File: src/design/pie_pkg.sv
`default_nettype none

package pie_pkg;

  localparam int SIZE_DEF = 5;

  // datapath widths
  localparam int VW      = 32;          // Q2.30 vector component
  localparam int PW      = 48;          // Q32.16 product / eigenvalue
  localparam int ACC_W   = 56;          // accumulator, covers 16 terms of 2^49
  localparam int MA_W    = 48;
  localparam int MB_W    = 32;
  localparam int MP_W    = 80;
  localparam int DS_W    = 64;

  localparam logic [31:0]          TOL_RST = 32'd429;
  localparam logic [15:0]          LIM_RST = 16'd1000;
  localparam logic signed [PW-1:0] ONE_Q16 = 48'sd65536;

  // status codes
  localparam logic [1:0] ST_CONV  = 2'd0;
  localparam logic [1:0] ST_LIMIT = 2'd1;
  localparam logic [1:0] ST_ZERO  = 2'd2;

  // configuration register indexes
  localparam logic CFG_TOL = 1'b0;
  localparam logic CFG_LIM = 1'b1;

  typedef enum logic {DS_SQRT, DS_DIV} ds_op_t;

  typedef enum logic [4:0] {
    S_IDLE, S_ITER, S_MAX, S_SHIFT, S_SQ, S_SQ_W, S_SQRT, S_SQRT_W,
    S_DIV, S_DIV_W, S_MV_RD, S_MV_MUL, S_MV_W, S_RQ, S_RQ_W, S_CHK,
    S_TOL_W, S_OUT
  } pie_state_t;

  typedef struct packed {
    logic              mode;
    logic [2:0]        row;
    logic [2:0]        col;
    logic signed [31:0] entry_value;
  } pie_in_t;

  typedef struct packed {
    logic [2:0]         component_index;
    logic signed [31:0] component;
    logic signed [31:0] eigenvalue;
    logic [1:0]         status;
    logic [15:0]        iterations_used;
    logic               last;
  } pie_out_t;

  typedef struct packed {
    logic            go;
    logic [MA_W-1:0] a;
    logic [MB_W-1:0] b;
  } mul_req_t;

  typedef struct packed {
    logic            done;
    logic [MP_W-1:0] p;
  } mul_rsp_t;

  typedef struct packed {
    logic            go;
    ds_op_t          op;
    logic [DS_W-1:0] num;
    logic [31:0]     den;
  } ds_req_t;

  typedef struct packed {
    logic        done;
    logic [31:0] res;
  } ds_rsp_t;

  function automatic logic signed [PW-1:0] sat48(input logic signed [ACC_W-1:0] v);
    logic signed [ACC_W-1:0] hi_lim;
    logic signed [ACC_W-1:0] lo_lim;
    hi_lim = {{(ACC_W-PW){1'b0}}, 1'b0, {(PW-1){1'b1}}};
    lo_lim = {{(ACC_W-PW){1'b1}}, 1'b1, {(PW-1){1'b0}}};
    if (v > hi_lim) begin
      sat48 = hi_lim[PW-1:0];
    end else if (v < lo_lim) begin
      sat48 = lo_lim[PW-1:0];
    end else begin
      sat48 = v[PW-1:0];
    end
  endfunction

endpackage

`default_nettype wire

File: src/design/pie_mul.sv
`default_nettype none

// 48x32 unsigned multiply, exact 80-bit product, one 24x32 multiplier used twice
module pie_mul import pie_pkg::*; (
  input  wire logic     clk,
  input  wire logic     rst,
  input  wire mul_req_t req,
  output mul_rsp_t      rsp
);

  logic [MA_W-1:0] a;
  logic [MB_W-1:0] b;
  logic [1:0]      cnt;
  logic            run;
  logic [55:0]     lo;
  logic [55:0]     hi;
  logic [23:0]     opnd;
  logic [55:0]     mprod;

  assign opnd  = (cnt == 2'd0) ? a[23:0] : a[47:24];
  assign mprod = {32'b0, opnd} * {24'b0, b};

  always_ff @(posedge clk) begin
    if (rst) begin
      run      <= 1'b0;
      cnt      <= 2'd0;
      rsp.done <= 1'b0;
    end else begin
      rsp.done <= 1'b0;
      if (req.go) begin
        a   <= req.a;
        b   <= req.b;
        cnt <= 2'd0;
        run <= 1'b1;
      end else if (run) begin
        case (cnt)
          2'd0: begin
            lo  <= mprod;
            cnt <= 2'd1;
          end
          2'd1: begin
            hi  <= mprod;
            cnt <= 2'd2;
          end
          default: begin
            rsp.p    <= {hi, 24'b0} + {24'b0, lo};
            rsp.done <= 1'b1;
            run      <= 1'b0;
          end
        endcase
      end
    end
  end

endmodule

`default_nettype wire

File: config.mk
export PLATFORM = sky130hd
export DESIGN_NAME = pie_mul
export DESIGN_NICKNAME = d
export VERILOG_FILES = /design/src/design/pie_pkg.sv /design/src/design/pie_mul.sv
export SDC_FILE = /design/constraint.sdc
export NUM_CORES = 2
export LEC_CHECK = 0
export BUFFER_PORTS_ARGS = -buffer_cell sky130_fd_sc_hd__buf_2
export CORE_UTILIZATION = 60
export DETAILED_ROUTE_END_ITERATION = 6
export GPL_TIMING_DRIVEN = 0
export PLACE_DENSITY = 0.78
export REMOVE_ABC_BUFFERS = 1
export SLEW_MARGIN = 5
export SYNTH_ARGS = -nofsm -noshare
export SYNTH_HDL_FRONTEND = slang
export SYNTH_SLANG_ARGS = --single-unit
File: constraint.sdc
create_clock -name clk -period 12.8 [get_ports clk]
set_clock_uncertainty 0.1 [all_clocks]
set_input_delay 2.56 -clock clk [delete_from_list [all_inputs] [get_ports clk]]
set_output_delay 2.56 -clock clk [all_outputs]
set_load 0.03 [all_outputs]
After elaboration in Yosys (flattened, before gate mapping)
Cells that the tools add are included.
Word-level totals
  logic and storage cells: 31
  bits of input ports: 83
  register bits after elaboration: 276
Cells by class
  bitwise logic cells: 4
  multiply operators: 1
  multiplexer cells: 6
  add/subtract/negate cells: 1
  reduce and logical (&&, ||, !) cells: 10
  equal/unequal tests: 1
Operators with widths (number)
  2-to-1 mux 81 bit: 1
  adder 80 x 56 -> 80 bit: 1
  multiplier 24 x 32 -> 56 bit: 1
  2-to-1 mux 24 bit: 1
  AND reduction 4 bit: 3
  inverter 1 bit: 4
  case mux 2 bit (2 select lines): 1
  AND reduction 2 bit: 2
  OR reduction 2 bit: 2
  2-to-1 mux 1 bit: 3
  OR reduction 3 bit: 1
  == test 2 x 1 -> 1 bit (second input constant): 1
  zero test 2 bit: 1
  nonzero test 2 bit: 1

Depth between registers and ports, before layout
  depth in word-level cells: 5
  mapped depth: 30

Least setup slack after synthesis
Ideal clock, no wire load.
  path kind: register -> register
  from: register cnt[1]
  to: register hi[54], data pin
  library setup time: 0.140 ns
  cell stages (with the launch flop): 28
  clock period less this slack: 7.951 ns
  arrival: 7.711 ns
  data required time: 12.560 ns
  slack: 4.849 ns
  cells stage by stage: dfxtp_1 nor2_1 clkbuf_1 mux2i_1 clkbuf_1 nor2b_1 fa_1 fa_1 inv_1 fa_1 fa_1 inv_1 fa_1 fa_1 inv_1 fa_1 inv_1 ha_1 buf_4 inv_1 o21bai_2 a21oi_1 o221a_1 or3_1 and3_1 o31a_1 or4b_1 nand3_1
Between the ends
  longest elaborated chain between the ends: 3
Ends and longest elaborated chain
  start: declaration: RTL line pie_mul.sv:13  | logic [1:0] cnt;
  start signal: assignment: RTL line pie_mul.sv:26  | cnt <= 2'd0;
  start signal: assignment: RTL line pie_mul.sv:33  | cnt <= 2'd0;
  start signal: assignment: RTL line pie_mul.sv:39  | cnt <= 2'd1;
  zero test 2 bit: RTL line pie_mul.sv:20  | assign opnd = (cnt == 2'd0) ? a[23:0] : a[47:24];
  2-to-1 mux 24 bit: RTL line pie_mul.sv:20
  multiplier 24 x 32 -> 56 bit: RTL line pie_mul.sv:21  | assign mprod = {32'b0, opnd} * {24'b0, b};
  via mprod[54]: RTL line pie_mul.sv:18  | logic [55:0] mprod;
  end signal: assignment: RTL line pie_mul.sv:42  | hi <= mprod;
  end: declaration: RTL line pie_mul.sv:16  | logic [55:0] hi;
The timed path passes the listed nets, and every way through them passes these cells.
A chain may end at the register's enable or synchronous reset.

Final worst setup path
  from: register cnt[1]
  to: register lo[51], data pin
Between the ends
  longest elaborated chain between the ends: 3
Ends and longest elaborated chain
  zero test 2 bit: RTL line pie_mul.sv:20
  2-to-1 mux 24 bit: RTL line pie_mul.sv:20
  multiplier 24 x 32 -> 56 bit: RTL line pie_mul.sv:21
  via mprod[51]: RTL line pie_mul.sv:18
  end signal: assignment: RTL line pie_mul.sv:38  | lo <= mprod;
  end: declaration: RTL line pie_mul.sv:15  | logic [55:0] lo;
The timed path passes the listed nets, and every way through them passes these cells.

==> flow_summary.json <==
{
  "htreeDepth": 1,
  "num-fill-cells": 4547,
  "gp_congestion": 0.933,
  "syn_area_per_cell_um2": 10.3,
  "die_y_um": 246,
  "most-common-layout-cells": "723 x inv_1, 659 x fa_1, 414 x nand2_1",
  "busiest_layer": "met2",
  "async_flop_share": 0,
  "io_pins": 164,
  "fin_setup_tns_ns": 0,
  "num-nets-final": 4451,
  "synth-edff-count": 272,
  "drv_slew": 0,
  "drt-vias-per-instance": 5.70,
  "track_usage": 0.300,
  "slew_headroom": 0.0951,
  "dieArea_mm2": 0.0603,
  "synth-main-ff-cell": "edfxtp_1",
  "grt_pass1_vias": 25800,
  "cp-end-kind": "flop",
  "drt-pass1-iter-count": 5,
  "maxCapViolCount": 0,
  "floorplan.initialDensity": 0.612,
  "seq_area_mm2": 0.00825,
  "slowest_stage": "mux2i_4",
  "die_width_um": 246,
  "post_cts_buffers": 0,
  "final-setup-viol-count": 0,
  "ctsResizeCount": 0,
  "use_met1": 0.395,
  "rows": 88,
  "drt.antenna.violating_nets": 0,
  "core_area_mm2": 0.0581,
  "clock-sinks": 276,
  "cts_buffer_depth": 3,
  "critPathLaunchType": "flop",
  "root_buffer": "clkbuf_16",
  "use_met2": 0.498,
  "seq_area_frac_synth": 0.232,
  "grt_pass1_wl_um": 139000,
  "vias": 24400,
  "postSynthCellCount": 3459,
  "layout-drive-gt1-share": 0.0739,
  "cp_common_cell": "fa_1",
  "grt_overflow": 0,
  "grt_max_degree": 74,
  "synth_seq_cells": 276,
  "crit_path_max_fanout": 22,
  "antenna_found_initial": 0,
  "clock.fmax_mhz": 110,
  "syn_to_final_growth_pct": 6.72,
  "drt_iter0_markers": 1841,
  "cp_slowest_stage_delay_ns": 0.73,
  "critical_path_class": "reg2reg",
  "synth_cell_types": 66,
  "yosysTopAreaCellShare": 0.371,
  "cts_buffers": 29,
  "netlist_area_mm2": 0.0356,
  "required_ns": 13.07,
  "clkSlewWorstSetupHoldPaths_ns": 0.06,
  "yosys-top-cells-area": "fa_1 37%, edfxtp_1 23%, inv_1 7.6%",
  "io_buffers": 163,
  "rsz0062_at_grt": "false",
  "dp_hpwl_um": 64600,
  "fin_crit_ns": 9.06,
  "n_antenna_cell": 0,
  "cts.hold.buffers_added": 0,
  "drt_wl_total_um": 87300,
  "clock_latency_ns": 0.60,
  "whs_ns": 0.324,
  "drc": 0,
  "use_met3": 0.0576,
  "multi_input_area_mm2": 0.0240,
  "ys_warn_count": 0,
  "hold_violations": 0,
  "worst_pin_slew_ns": 1.36,
  "cts_tree": "built",
  "routedWlPerCell_um": 20.4,
  "hold_class": "reg2reg",
  "crit_arrival_ns": 9.34,
  "yosys.area.top_type": "fa_1",
  "final_common_cell": "inv_1",
  "fin_crit_sh": 0.708,
  "status": "completed"
}
-- cells in the mapped netlist (all sizes together), types with 3 or more instances --
cell / count
o31ai: 7
and2: 324
nand2b: 15
or3: 3
o211ai: 8
nor2: 51
a41oi: 3
nand2: 414
clkbuf: 162
nand4: 31
edfxtp: 272
o21a: 4
buf: 12
nor3: 12
nor4: 4
and3: 17
a221o: 3
ha: 214
nand3: 30
nor2b: 99
inv: 723
xnor2: 77
o21bai: 13
a31oi: 8
a21o: 48
xor2: 30
o21ai: 52
fa: 659
and4: 5
a2111oi: 4
a211oi: 12
dfxtp: 4
a21oi: 91
mux2: 21
mux2i: 3
-- worst max-delay path: cells and delay by family, from the launching register on --
family / cells / cell delay, ns
fa+ha+maj: 8 / 4.09
compound gates: 7 / 1.91
buf+inv: 6 / 0.74
mux: 1 / 0.73
simple gates: 3 / 0.46
flops: 1 / 0.40
xor+xnor: 1 / 0.35
-- sequential cells by signal (all words and copies together), names as in the netlist --
signal  flops
b          32
run         1
a          48
rsp        81
lo         56
cnt         2
hi         56
-- per-layer routing --
metal  wire length, µm  up-vias
li1                  -    10700
met1             34100    12400
met2             42100     1122
met3              7770      254
met4              3270        0
met5                 0        -
-- cell families (layout without fill, tap and decap cells) --
logic type	count (synthesis)	count (layout)	share of synthesized area
compound gates	273	273	0.0492
xor+xnor	107	107	0.0263
fa+ha+maj	873	873	0.446
buf+inv	897	955	0.0953
flops	276	276	0.232
mux	24	24	0.00749
simple gates	1009	1009	0.144
-- final timing paths --
check,start,endpoint,slack (ns),cells after the start
max reg2reg,cnt[1],lo[51],3.74,26
max,cnt[1],lo[51],3.74,26
min reg2reg,lo[3],rsp[3],0.32,0
min,lo[3],rsp[3],0.32,0
-- cell type report --
cell class / count / area share
Clock buffer: 32 / 0.0194
Clock inverter: 21 / 0.00656
Inverter: 723 / 0.0715
Multi-Input combinational cell: 2286 / 0.632
Sequential cell: 276 / 0.217
Tap cell: 765 / 0.0252
Timing Repair Buffer: 179 / 0.0278
-- stage by stage --
stage,std cells,utilization,instance area [µm²],setup WS (ns)
finish,4282,0.653,38000,3.74
global route,4282,0.653,38000,3.42
CTS,4282,0.653,38000,3.90
detailed placement,4229,0.636,37000,3.94
global placement,4213,0.631,36700,0.281
floorplan,3285,-,34900,3.59
Power is left out: the tool's default activity adds up to more than one toggle a clock period on the data nets, which glitch-free logic cannot reach.
