===== src/design/pie_pkg.sv =====
`default_nettype none

package pie_pkg;

  localparam int SIZE_DEF = 5;

  // datapath widths
  localparam int VW      = 32;          // Q2.30 vector component
  localparam int PW      = 48;          // Q32.16 product / eigenvalue
  localparam int ACC_W   = 56;          // accumulator, covers 16 terms of 2^49
  localparam int MA_W    = 48;
  localparam int MB_W    = 32;
  localparam int MP_W    = 80;
  localparam int DS_W    = 64;

  localparam logic [31:0]          TOL_RST = 32'd429;
  localparam logic [15:0]          LIM_RST = 16'd1000;
  localparam logic signed [PW-1:0] ONE_Q16 = 48'sd65536;

  // status codes
  localparam logic [1:0] ST_CONV  = 2'd0;
  localparam logic [1:0] ST_LIMIT = 2'd1;
  localparam logic [1:0] ST_ZERO  = 2'd2;

  // configuration register indexes
  localparam logic CFG_TOL = 1'b0;
  localparam logic CFG_LIM = 1'b1;

  typedef enum logic {DS_SQRT, DS_DIV} ds_op_t;

  typedef enum logic [4:0] {
    S_IDLE, S_ITER, S_MAX, S_SHIFT, S_SQ, S_SQ_W, S_SQRT, S_SQRT_W,
    S_DIV, S_DIV_W, S_MV_RD, S_MV_MUL, S_MV_W, S_RQ, S_RQ_W, S_CHK,
    S_TOL_W, S_OUT
  } pie_state_t;

  typedef struct packed {
    logic              mode;
    logic [2:0]        row;
    logic [2:0]        col;
    logic signed [31:0] entry_value;
  } pie_in_t;

  typedef struct packed {
    logic [2:0]         component_index;
    logic signed [31:0] component;
    logic signed [31:0] eigenvalue;
    logic [1:0]         status;
    logic [15:0]        iterations_used;
    logic               last;
  } pie_out_t;

  typedef struct packed {
    logic            go;
    logic [MA_W-1:0] a;
    logic [MB_W-1:0] b;
  } mul_req_t;

  typedef struct packed {
    logic            done;
    logic [MP_W-1:0] p;
  } mul_rsp_t;

  typedef struct packed {
    logic            go;
    ds_op_t          op;
    logic [DS_W-1:0] num;
    logic [31:0]     den;
  } ds_req_t;

  typedef struct packed {
    logic        done;
    logic [31:0] res;
  } ds_rsp_t;

  function automatic logic signed [PW-1:0] sat48(input logic signed [ACC_W-1:0] v);
    logic signed [ACC_W-1:0] hi_lim;
    logic signed [ACC_W-1:0] lo_lim;
    hi_lim = {{(ACC_W-PW){1'b0}}, 1'b0, {(PW-1){1'b1}}};
    lo_lim = {{(ACC_W-PW){1'b1}}, 1'b1, {(PW-1){1'b0}}};
    if (v > hi_lim) begin
      sat48 = hi_lim[PW-1:0];
    end else if (v < lo_lim) begin
      sat48 = lo_lim[PW-1:0];
    end else begin
      sat48 = v[PW-1:0];
    end
  endfunction

endpackage

`default_nettype wire


===== src/design/pie_divsqrt.sv =====
`default_nettype none

// bit-serial unit: floor square root (32 steps) or restoring divide (31 steps)
module pie_divsqrt import pie_pkg::*; (
  input  wire logic    clk,
  input  wire logic    rst,
  input  wire ds_req_t req,
  output ds_rsp_t      rsp
);

  ds_op_t          op_r;
  logic            run;
  logic            done;
  logic [5:0]      cnt;
  logic [DS_W-1:0] v;
  logic [DS_W-1:0] res;
  logic [DS_W-1:0] bitr;
  logic [DS_W-1:0] trial;
  logic [32:0]     rem;
  logic [32:0]     r2;
  logic [30:0]     sh;
  logic [30:0]     q;
  logic [31:0]     den;

  assign trial = res + bitr;
  assign r2    = {rem[31:0], sh[30]};
  assign rsp   = '{done: done, res: (op_r == DS_SQRT) ? res[31:0] : {1'b0, q}};

  always_ff @(posedge clk) begin
    if (rst) begin
      run  <= 1'b0;
      done <= 1'b0;
      cnt  <= 6'd0;
      op_r <= DS_SQRT;
    end else begin
      done <= 1'b0;
      if (req.go) begin
        op_r <= req.op;
        run  <= 1'b1;
        if (req.op == DS_SQRT) begin
          v    <= req.num;
          res  <= '0;
          bitr <= {2'b01, {(DS_W-2){1'b0}}};
          cnt  <= 6'd32;
        end else begin
          rem <= req.num[63:31];
          sh  <= req.num[30:0];
          q   <= '0;
          den <= req.den;
          cnt <= 6'd31;
        end
      end else if (run) begin
        if (op_r == DS_SQRT) begin
          if (v >= trial) begin
            v   <= v - trial;
            res <= (res >> 1) + bitr;
          end else begin
            res <= res >> 1;
          end
          bitr <= bitr >> 2;
        end else begin
          if (r2 >= {1'b0, den}) begin
            rem <= r2 - {1'b0, den};
            q   <= {q[29:0], 1'b1};
          end else begin
            rem <= r2;
            q   <= {q[29:0], 1'b0};
          end
          sh <= {sh[29:0], 1'b0};
        end
        cnt <= cnt - 6'd1;
        if (cnt == 6'd1) begin
          run  <= 1'b0;
          done <= 1'b1;
        end
      end
    end
  end

endmodule

`default_nettype wire


===== config.mk =====
export PLATFORM = sky130hd
export DESIGN_NAME = pie_divsqrt
export DESIGN_NICKNAME = d
export VERILOG_FILES = /design/src/design/pie_pkg.sv /design/src/design/pie_divsqrt.sv
export SDC_FILE = /design/constraint.sdc
export NUM_CORES = 1
export LEC_CHECK = 0
export BUFFER_PORTS_ARGS = -buffer_cell sky130_fd_sc_hd__buf_2
export CORE_MARGIN = 8
export CORE_UTILIZATION = 57
export CTS_CLUSTER_DIAMETER = 200
export CTS_CLUSTER_SIZE = 14
export DETAILED_ROUTE_END_ITERATION = 10
export HOLD_SLACK_MARGIN = 0.05
export PLACE_DENSITY = 0.78
export SYNTH_ARGS = -nofsm -noshare
export SYNTH_HDL_FRONTEND = slang
export SYNTH_SLANG_ARGS = --single-unit

===== constraint.sdc =====
create_clock -name clk -period 9.5 [get_ports clk]
set_input_delay 0.475 -clock clk [delete_from_list [all_inputs] [get_ports clk]]
set_output_delay 0.475 -clock clk [all_outputs]
set_load 0.02 [all_outputs]

Yosys cells after proc, flatten, opt, wreduce, memory -nomap -nowiden
Index checks and enable logic that the tools add are counted.
- add/subtract/negate cells: 5
- order comparisons: 2
- equal/unequal tests: 4
- muxes and demuxes: 36
- bitwise operators: 2
- reductions and logical operators: 8
- operator list (operator ; count):
    $mux W64 ; 14
    $mux W31 ; 8
    $mux W32 ; 6
    $add A63 B64 Y64 ; 1
    $add A64 B64 Y64 ; 1
    $ge A64 B64 Y1 ; 1
    $sub A64 B64 Y64 ; 1
    $ge A33 B32 Y1 ; 1
    $sub A32 B32 Y32 ; 1
    $mux W6 ; 3
    $reduce_and A4 Y1 ; 2
    $eq A6 B1 Y1 const B ; 1
    $ne A2 B2 Y1 const B ; 3
    $reduce_bool A2 Y1 ; 3
    $sub A6 B1 Y6 const B ; 1
    $mux W1 ; 5
    $reduce_and A5 Y1 ; 1
    $reduce_and A3 Y1 ; 1
    $reduce_or A3 Y1 ; 1
    $not A1 Y1 ; 2
- flip-flop bits (word level): 327
- input bits: 100

Depth between registers and ports, before layout
Gate-level depths: netlist (run 1).
- depth in word-level cells: 6
- mapped depth: 25

Worst setup path after synthesis (run 1)
No wires, ideal clock.
- kind: input to register
- from: in req[97] in the netlist's numbering
- to: reg v[0], enable pin
- arrival: 9071 ps
- required time: 8997 ps
- setup slack: -75 ps
- cell stages on the path: 5
- buffers on the path: 2
- path through: clkbuf_1 > clkbuf_1 > nand2b_1 > a21oi_1 > a21boi_1
- longest elaborated chain between the ends: 2
- ends and longest elaborated chain (element ; line ; source):
    from (decl) ; pie_divsqrt.sv:7 ; input wire ds_req_t req,
    $ne A2 B2 Y1 (no source line) / $reduce_bool A2 Y1 (equally long branches) ; -- ;
    $reduce_and A5 Y1 (no source line) (*) ; -- ;
    to (signal assigned) ; pie_divsqrt.sv:41 ; v <= req.num;
    to (signal assigned) ; pie_divsqrt.sv:55 ; v <= v - trial;
    to (decl) ; pie_divsqrt.sv:15 ; logic [DS_W-1:0] v;
Every way passes the cells marked *; elsewhere a longest branch is shown, timed or not.
A chain may end at the register's enable or synchronous reset.

Worst setup path after layout (run 1)
- from: reg res[8]
- to: reg res[5] (data pin)
- longest elaborated chain between the ends: 6
- ends and longest elaborated chain (element ; line ; source):
    from (decl) ; pie_divsqrt.sv:16 ; logic [DS_W-1:0] res;
    from (signal assigned) ; pie_divsqrt.sv:56 ; res <= (res >> 1) + bitr;
    from (signal assigned) ; pie_divsqrt.sv:58 ; res <= res >> 1;
    $add A64 B64 Y64 ; pie_divsqrt.sv:25 ; assign trial = res + bitr;
    $ge A64 B64 Y1 ; pie_divsqrt.sv:54 ; if (v >= trial) begin
    $mux W64 ; pie_divsqrt.sv:54 ;
    $mux W64 ; pie_divsqrt.sv:53 ; if (op_r == DS_SQRT) begin
    $mux W64 ; pie_divsqrt.sv:52 ; end else if (run) begin
    $mux W64 ; pie_divsqrt.sv:37 ; if (req.go) begin
Every way passes these cells. The select of a mux whose other input is x is not followed.

==> flow_metrics.tcl, run 1 <==
set metrics [dict create \
    rr_startpoint "res[8]$_SDFFCE_PP0P_" \
    ys_ff_latch 295 \
    post_cts_hold_buffer_count 13 \
    final.min_clock_period_ns 7.01 \
    period_share 0.738 \
    avgRoutedWirePerCell_um 19.7 \
    grt_pass1_vias 18500 \
    worstPathMaxFanout 46 \
    row_cnt 73 \
    netlist_instances 2517 \
    clk_pin_slew_ns 0.07 \
    layout-drive-gt1-share 0.0907 \
    criticalPathCategory "reg -> reg" \
    max_freq_mhz 143 \
    ctsResizeCount 0 \
    cts.root.buffer_cell "sky130_fd_sc_hd__clkbuf_16" \
    hpwlAfterDp_mm 45.8 \
    worstPathRequired_ns 9.80 \
    placement.io_buffers 132 \
    via_count 19400 \
    route.antenna.remaining_nets 0 \
    grt_util_all_layers 0.256 \
    dieWidth_um 215 \
    vdd_ir_drop_max_uv 153 \
    yosysTopAreaCellShare 0.381 \
    cts_max_level 1 \
    arrival_ns 7.31 \
    grt_first_pass_wirelength_mm 98.1 \
    routability_cong 0.943 \
    final_max_slew_viol_count 0 \
    hold_path.class "in -> reg" \
    rsz_0062_raised_after_global_routing "no" \
    remaining_drc_errors 0 \
    io_pins 133 \
    syn_to_final_growth_pct 8.08 \
    syn-mean-instance-area_um2 8.95 \
    skew_ns 0.0260 \
    synth_nets 2783 \
    synth_edf_count 286 \
    clock_path_buffers 3 \
    post_cts_buffers 0 \
    hold_violations 0 \
    rr_endpoint "res[5]$_SDFFCE_PP0P_" \
    synth_cell_types 77 \
    worst_setup_path_endpoint "res[5]$_SDFFCE_PP0P_" \
    cp-startpoint "res[8]$_SDFFCE_PP0P_" \
    avgViaCountPerCell 6.22 \
    timing.critical_path.to_type "register" \
    power_leakage_nw 9.25 \
    post-route-util 0.619 \
    drtPass1Iterations 6 \
    power-per-cell-area_nw_per_um2 153 \
    clock_latency_ns 0.57 \
    ys_dominant_reg_cell "sky130_fd_sc_hd__edfxtp_1" \
    yosys.area.top_type "sky130_fd_sc_hd__edfxtp_1" \
    chipHeight_um 215 \
    ys_seq_area_frac 0.389 \
    synthTopCellsByArea "sky130_fd_sc_hd__edfxtp_1 (38%), sky130_fd_sc_hd__ha_1 (9.1%), sky130_fd_sc_hd__a21oi_1 (4.8%)" \
    status "completed" \
    worstMarginPinSlew_ns 0.947 \
    cts_tree "done" \
    most_common_cell_after_layout_fill_and_taps_aside "sky130_fd_sc_hd__edfxtp_1" \
    max_capacitance_violation_count 0 \
    timing.critical_path.from_type "register" \
    synth.yosys.warnings 0 \
    nNetsFinal 2846 \
    setup_tns_ns 0 \
    sink_count 295 \
    design.die.area_um2 46200 \
    finalSetupViolations 0 \
    ff2ff_path_depth 21 \
    finalWirelength_mm 61.5 \
    maximum_number_of_pins_on_one_net_before_global_route_repair 107 \
    synth_async_reset_ratio 0 \
    grt-ovfl-total 0 \
    core_region_area_um2 39400 \
    initial_utilization 0.573 \
    syn_area_um2 22500 \
    r2r_setup_slack_ns 2.49 \
    grt_antenna_before_repair 1 \
    cts_buffers 25 \
    slew-limit-headroom 0.369 \
    mostFrequentLayoutCells "sky130_fd_sc_hd__edfxtp_1 (286), sky130_fd_sc_hd__nand2_1 (254), sky130_fd_sc_hd__a21oi_1 (212)" \
    detail_route.iter0.violations 2039 \
]
==> cell type report <==
cell class | instances | area [µm²]
sequential | 295 | 8770
clock buffer | 36 | 667
multi-input combinational | 1974 | 12900
timing repair buffer | 160 | 913
tap | 525 | 657
inverter | 124 | 465
fill | 3296 | 15000
antenna | 1 | 2.50
clock inverter | 2 | 36.3
==> registers in the layout (all words and copies together), names as in the netlist <==
signal  flops
res        64
v          64
bitr       32
den        32
rem        32
q          31
sh         31
cnt         6
done        1
op_r        1
run         1
==> kinds of logic (layout without fill, tap and decap cells) <==
| logic type | count (synthesis) | in the layout | share of synthesized area |
|---|---|---|---|
| and+or+nand+nor | 811 | 811 | 0.173 |
| AOI/OAI and AO/OA | 763 | 763 | 0.208 |
| DFF | 295 | 295 | 0.389 |
| buffers and inverters | 248 | 322 | 0.0425 |
| xor gates and xnor gates | 196 | 196 | 0.0762 |
| adders and majority gates | 166 | 166 | 0.0928 |
| muxes | 38 | 38 | 0.0187 |
| other | 0 | 1 | 0 |
==> where the power goes <==
part           total, W  internal (W)  leakage (nW)  switching, W
clock          0.000975      0.000489         0.338      0.000486
sequential      0.00159       0.00153          2.74     0.0000608
combinational   0.00115      0.000429          6.17      0.000725
==> critical path, stage by stage, from the launching register on <==
cell,delay [ns]
sky130_fd_sc_hd__edfxtp_1,0.51
sky130_fd_sc_hd__ha_1,0.41
sky130_fd_sc_hd__nand2_1,0.08
sky130_fd_sc_hd__nor4_1,0.29
sky130_fd_sc_hd__o21ai_1,0.14
sky130_fd_sc_hd__a21oi_1,0.21
sky130_fd_sc_hd__a31oi_1,0.21
sky130_fd_sc_hd__o31ai_1,0.81
sky130_fd_sc_hd__a31o_2,0.28
sky130_fd_sc_hd__a31oi_1,0.10
sky130_fd_sc_hd__xor2_1,0.17
sky130_fd_sc_hd__ha_1,0.44
sky130_fd_sc_hd__nand4_1,0.22
sky130_fd_sc_hd__or3_1,0.43
sky130_fd_sc_hd__or4_1,0.46
sky130_fd_sc_hd__a221oi_1,0.24
sky130_fd_sc_hd__a211o_1,0.18
sky130_fd_sc_hd__and2_2,0.76
sky130_fd_sc_hd__buf_4,0.40
sky130_fd_sc_hd__and3_1,0.22
sky130_fd_sc_hd__xnor2_1,0.12
sky130_fd_sc_hd__nor2_1,0.05
==> worst min-delay path by stage <==
stage / startpoint / to / cells past startpoint / slack (ns)
floorplan: cnt[5]$_SDFFE_PP0N_ / cnt[5]$_SDFFE_PP0N_ / 2 / 0.52
global placement: q[5]$_SDFFCE_PP0P_ / q[6]$_SDFFCE_PP0P_ / 1 / 0.54
detailed placement: q[8]$_SDFFCE_PP0P_ / q[9]$_SDFFCE_PP0P_ / 1 / 0.55
CTS: req[9] / den[9]$_DFFE_PP_ / 1 / 0.05
global route: req[19] / den[19]$_DFFE_PP_ / 1 / 0.06
finish: req[9] / den[9]$_DFFE_PP_ / 1 / 0.08
==> through the flow <==
stage | cells | cell area, µm² | total power [W] | setup slack (ns) | hold slack, ns
CTS | 3116 | 24400 | 0.00371 | 2.53 | 0.0504
finish | 3117 | 24400 | 0.00372 | 2.49 | 0.0823
detailed placement | 3065 | 23500 | 0.00273 | 2.58 | 0.549
global route | 3117 | 24400 | 0.00390 | 1.95 | 0.0623
floorplan | 2517 | 22500 | 0.00244 | 1.17 | 0.524
global placement | 3065 | 23500 | 0.00271 | 2.64 | 0.536
==> routing by layer <==
layer	vias up	global-route usage	share of wire
li1	9385	-	-
met1	9127	0.381	0.47
met2	789	0.386	0.43
met3	98	0.0341	0.074
met4	0	0.0688	0.026
met5	-	0	0
==> synth_stat cells, types with 65 or more instances <==
cell type and n:
sky130_fd_sc_hd__edfxtp_1 286, sky130_fd_sc_hd__nand2_1 254, sky130_fd_sc_hd__a21oi_1 214, sky130_fd_sc_hd__nor2_1 200, sky130_fd_sc_hd__o21ai_0 182, sky130_fd_sc_hd__ha_1 164, sky130_fd_sc_hd__inv_1 124, sky130_fd_sc_hd__clkbuf_1 101
sky130_fd_sc_hd__xor2_1 101, sky130_fd_sc_hd__xnor2_1 95, sky130_fd_sc_hd__nor2b_1 85, sky130_fd_sc_hd__nand4_1 65
(Power assumes the default switching activity.)
==> run 2, diff against run 1 <==
Settings changed: CORE_UTILIZATION 57 to 60, PLACE_DENSITY 0.78 to 0.79.
Clock period 9.5 ns to 7.3 ns, I/O delays scaled along.
==> run 2 against run 1 <==
Net effect: first-iteration DRC count shrank 9.1%; sequential share of layout area shrank 0.26 points; non-clock buffer count grew 25; sequential power grew 30%; design area grew 0.73%; routed wire length shrank 0.27%; utilization grew 3.9 points; critical path depth is the same; global-route usage grew 1.8 points; via count grew 1.6%.
==> flow_metrics.tcl, run 2 (synthesis results as in run 1) <==
set metrics [dict create \
    mostFrequentLayoutCells "sky130_fd_sc_hd__edfxtp_1 (286), sky130_fd_sc_hd__nand2_1 (254), sky130_fd_sc_hd__a21oi_1 (212)" \
    initial_utilization 0.604 \
    skew_ns 0.0223 \
    num_antenna_cells 0 \
    max_freq_mhz 144 \
    criticalPathCategory "reg -> reg" \
    crit_path_top_delay_cell "sky130_fd_sc_hd__o31ai_1" \
    chipHeight_um 210 \
    hpwlAfterDp_mm 45.7 \
    power_report.internal_total_w 0.00319 \
    max_capacitance_violation_count 0 \
    nNetsFinal 2871 \
    cts_tree "done" \
    via_count 19700 \
    drtPass1Iterations 6 \
    power.switching_w 0.00163 \
    power.combinational.fraction 0.314 \
    placement.io_buffers 132 \
    clock_path_buffers 3 \
    power_frac_clock 0.258 \
    dp_slack_ns 0.622 \
    routability_cong 0.944 \
    final.min_clock_period_ns 6.93 \
    hold_path.class "in -> reg" \
    cts_max_level 1 \
    clk_pin_slew_ns 0.07 \
    sink_count 295 \
    grt_util_all_layers 0.274 \
    period_share 0.949 \
    clock_latency_ns 0.56 \
    grt-ovfl-total 0 \
    power_leakage_nw 9.36 \
    power-per-cell-area_nw_per_um2 196 \
    cts_buffers 25 \
    route.antenna.remaining_nets 0 \
    rsz_0062_raised_after_global_routing "no" \
    switching_share 0.338 \
    arrival_ns 7.35 \
    finalSetupViolations 0 \
    timing.critical_path.to_type "register" \
    hold_violations 0 \
    syn_to_final_growth_pct 8.88 \
    pwr-share-seq 0.429 \
    worstMarginPinSlew_ns 1.10 \
    avgViaCountPerCell 6.38 \
    worstPathCellList "ha_1, nand2_1, nor4_1, o21ai_1, a21oi_1, a31oi_1, o31ai_1, a31o_2, a31oi_1, xor2_1, ha_1, nand4_1, or3_1, or4_1, a221oi_1, a211o_1, and2_2, buf_4, nand3_1, mux2i_1, a31o_1" \
    timing.hold.ws_ns 0.123 \
    most_common_cell_after_layout_fill_and_taps_aside "sky130_fd_sc_hd__edfxtp_1" \
    final_max_slew_viol_count 0 \
    instances_no_fill 3089 \
    finalWirelength_mm 61.4 \
    placed_cells_incl_taps 3020 \
    remaining_drc_errors 0 \
    worstPathRequired_ns 7.73 \
    layout-drive-gt1-share 0.0922 \
    vdd_ir_drop_max_uv 175 \
    finalWorstSetupSlack_ns 0.374 \
    r2r_setup_slack_ns 0.37 \
    dieWidth_um 210 \
    biggestRegsByFlops "res x64, v x64" \
    timing.critical_path.from_type "register" \
    grt_pass1_vias 19000 \
    io_pins 133 \
    cts.root.buffer_cell "sky130_fd_sc_hd__clkbuf_16" \
    row_cnt 71 \
    setup_tns_ns 0 \
    slew-limit-headroom 0.264 \
    maximum_number_of_pins_on_one_net_before_global_route_repair 108 \
    worstPathMaxFanout 35 \
    grt_antenna_before_repair 0 \
    design.die.area_um2 44000 \
    status "completed" \
    crit_path_max_incr_delay_ns 0.88 \
    avgRoutedWirePerCell_um 19.9 \
    detail_route.iter0.violations 1854 \
    grt_first_pass_wirelength_mm 99.5 \
    core_region_area_um2 37300 \
    finalPower_w 0.00482 \
]
run 2: changes by cell type in the layout (fill, tap and decap cells not counted):
cell                            delta
sky130_fd_sc_hd__buf_4             +4
sky130_fd_sc_hd__inv_6             +1
sky130_fd_sc_hd__dlygate4sd3_1    +19
sky130_fd_sc_hd__diode_2           -1
sky130_fd_sc_hd__clkbuf_1          -1
sky130_fd_sc_hd__buf_12            +2
sky130_fd_sc_hd__inv_16            -1
run 2: per-stage QoR:
step	cell area, µm²	util
floorplan	22500	-
global route	24500	0.658
finish	24500	0.658
global placement	23500	0.631
detailed placement	23500	0.631
CTS	24500	0.658
run 2: metal layers:
metal	up-vias	share of wire	GRT usage
li1	9431	-	-
met1	9265	0.45	0.398
met2	878	0.44	0.421
met3	132	0.080	0.0346
met4	0	0.030	0.0836
met5	-	0	0
run 2: power by group through the flow:
stage               registers, W  clock network [W]  logic [W]
finish                   0.00206            0.00124    0.00151
global route             0.00207            0.00132    0.00167
CTS                      0.00206            0.00127    0.00148
detailed placement       0.00210                  0    0.00146
global placement         0.00209                  0    0.00143
floorplan                0.00207                  0    0.00111
run 2: what timing repair did:
action	4_1_cts	5_1_grt
hold buffers	32	0
buffers inserted	0	0
hold endpoints to repair	32	0
resized for setup	0	0
endpoints found under the setup margin	0	0
run 2: worst paths after layout:
kind                         from                     to  depth (start not counted)
max reg2reg  res[8]$_SDFFCE_PP0P_  res[56]$_SDFFCE_PP0P_                         21
min                       req[91]      rem[28]$_DFFE_PP_                          2
min reg2reg    q[7]$_SDFFCE_PP0P_     q[8]$_SDFFCE_PP0P_                          1
max          res[8]$_SDFFCE_PP0P_  res[56]$_SDFFCE_PP0P_                         21
run 2: critical path, delay by kind of cell, from the launching register on:
kind / cells / cell delay (ns)
simple gates: 7 / 2.23
compound gates: 9 / 2.52
mux: 1 / 0.17
flops: 1 / 0.53
xor+xnor: 1 / 0.17
buf+inv: 1 / 0.33
fa+ha+maj: 2 / 0.86
run 2: area by class of cell:
type | instances | area, µm²
Tap cell | 474 | 593
Clock inverter | 2 | 25.0
Inverter | 124 | 465
Fill cell | 3036 | 12800
Sequential cell | 295 | 8770
Multi-Input combinational cell | 1974 | 12900
Timing Repair Buffer | 185 | 1170
Clock buffer | 35 | 663
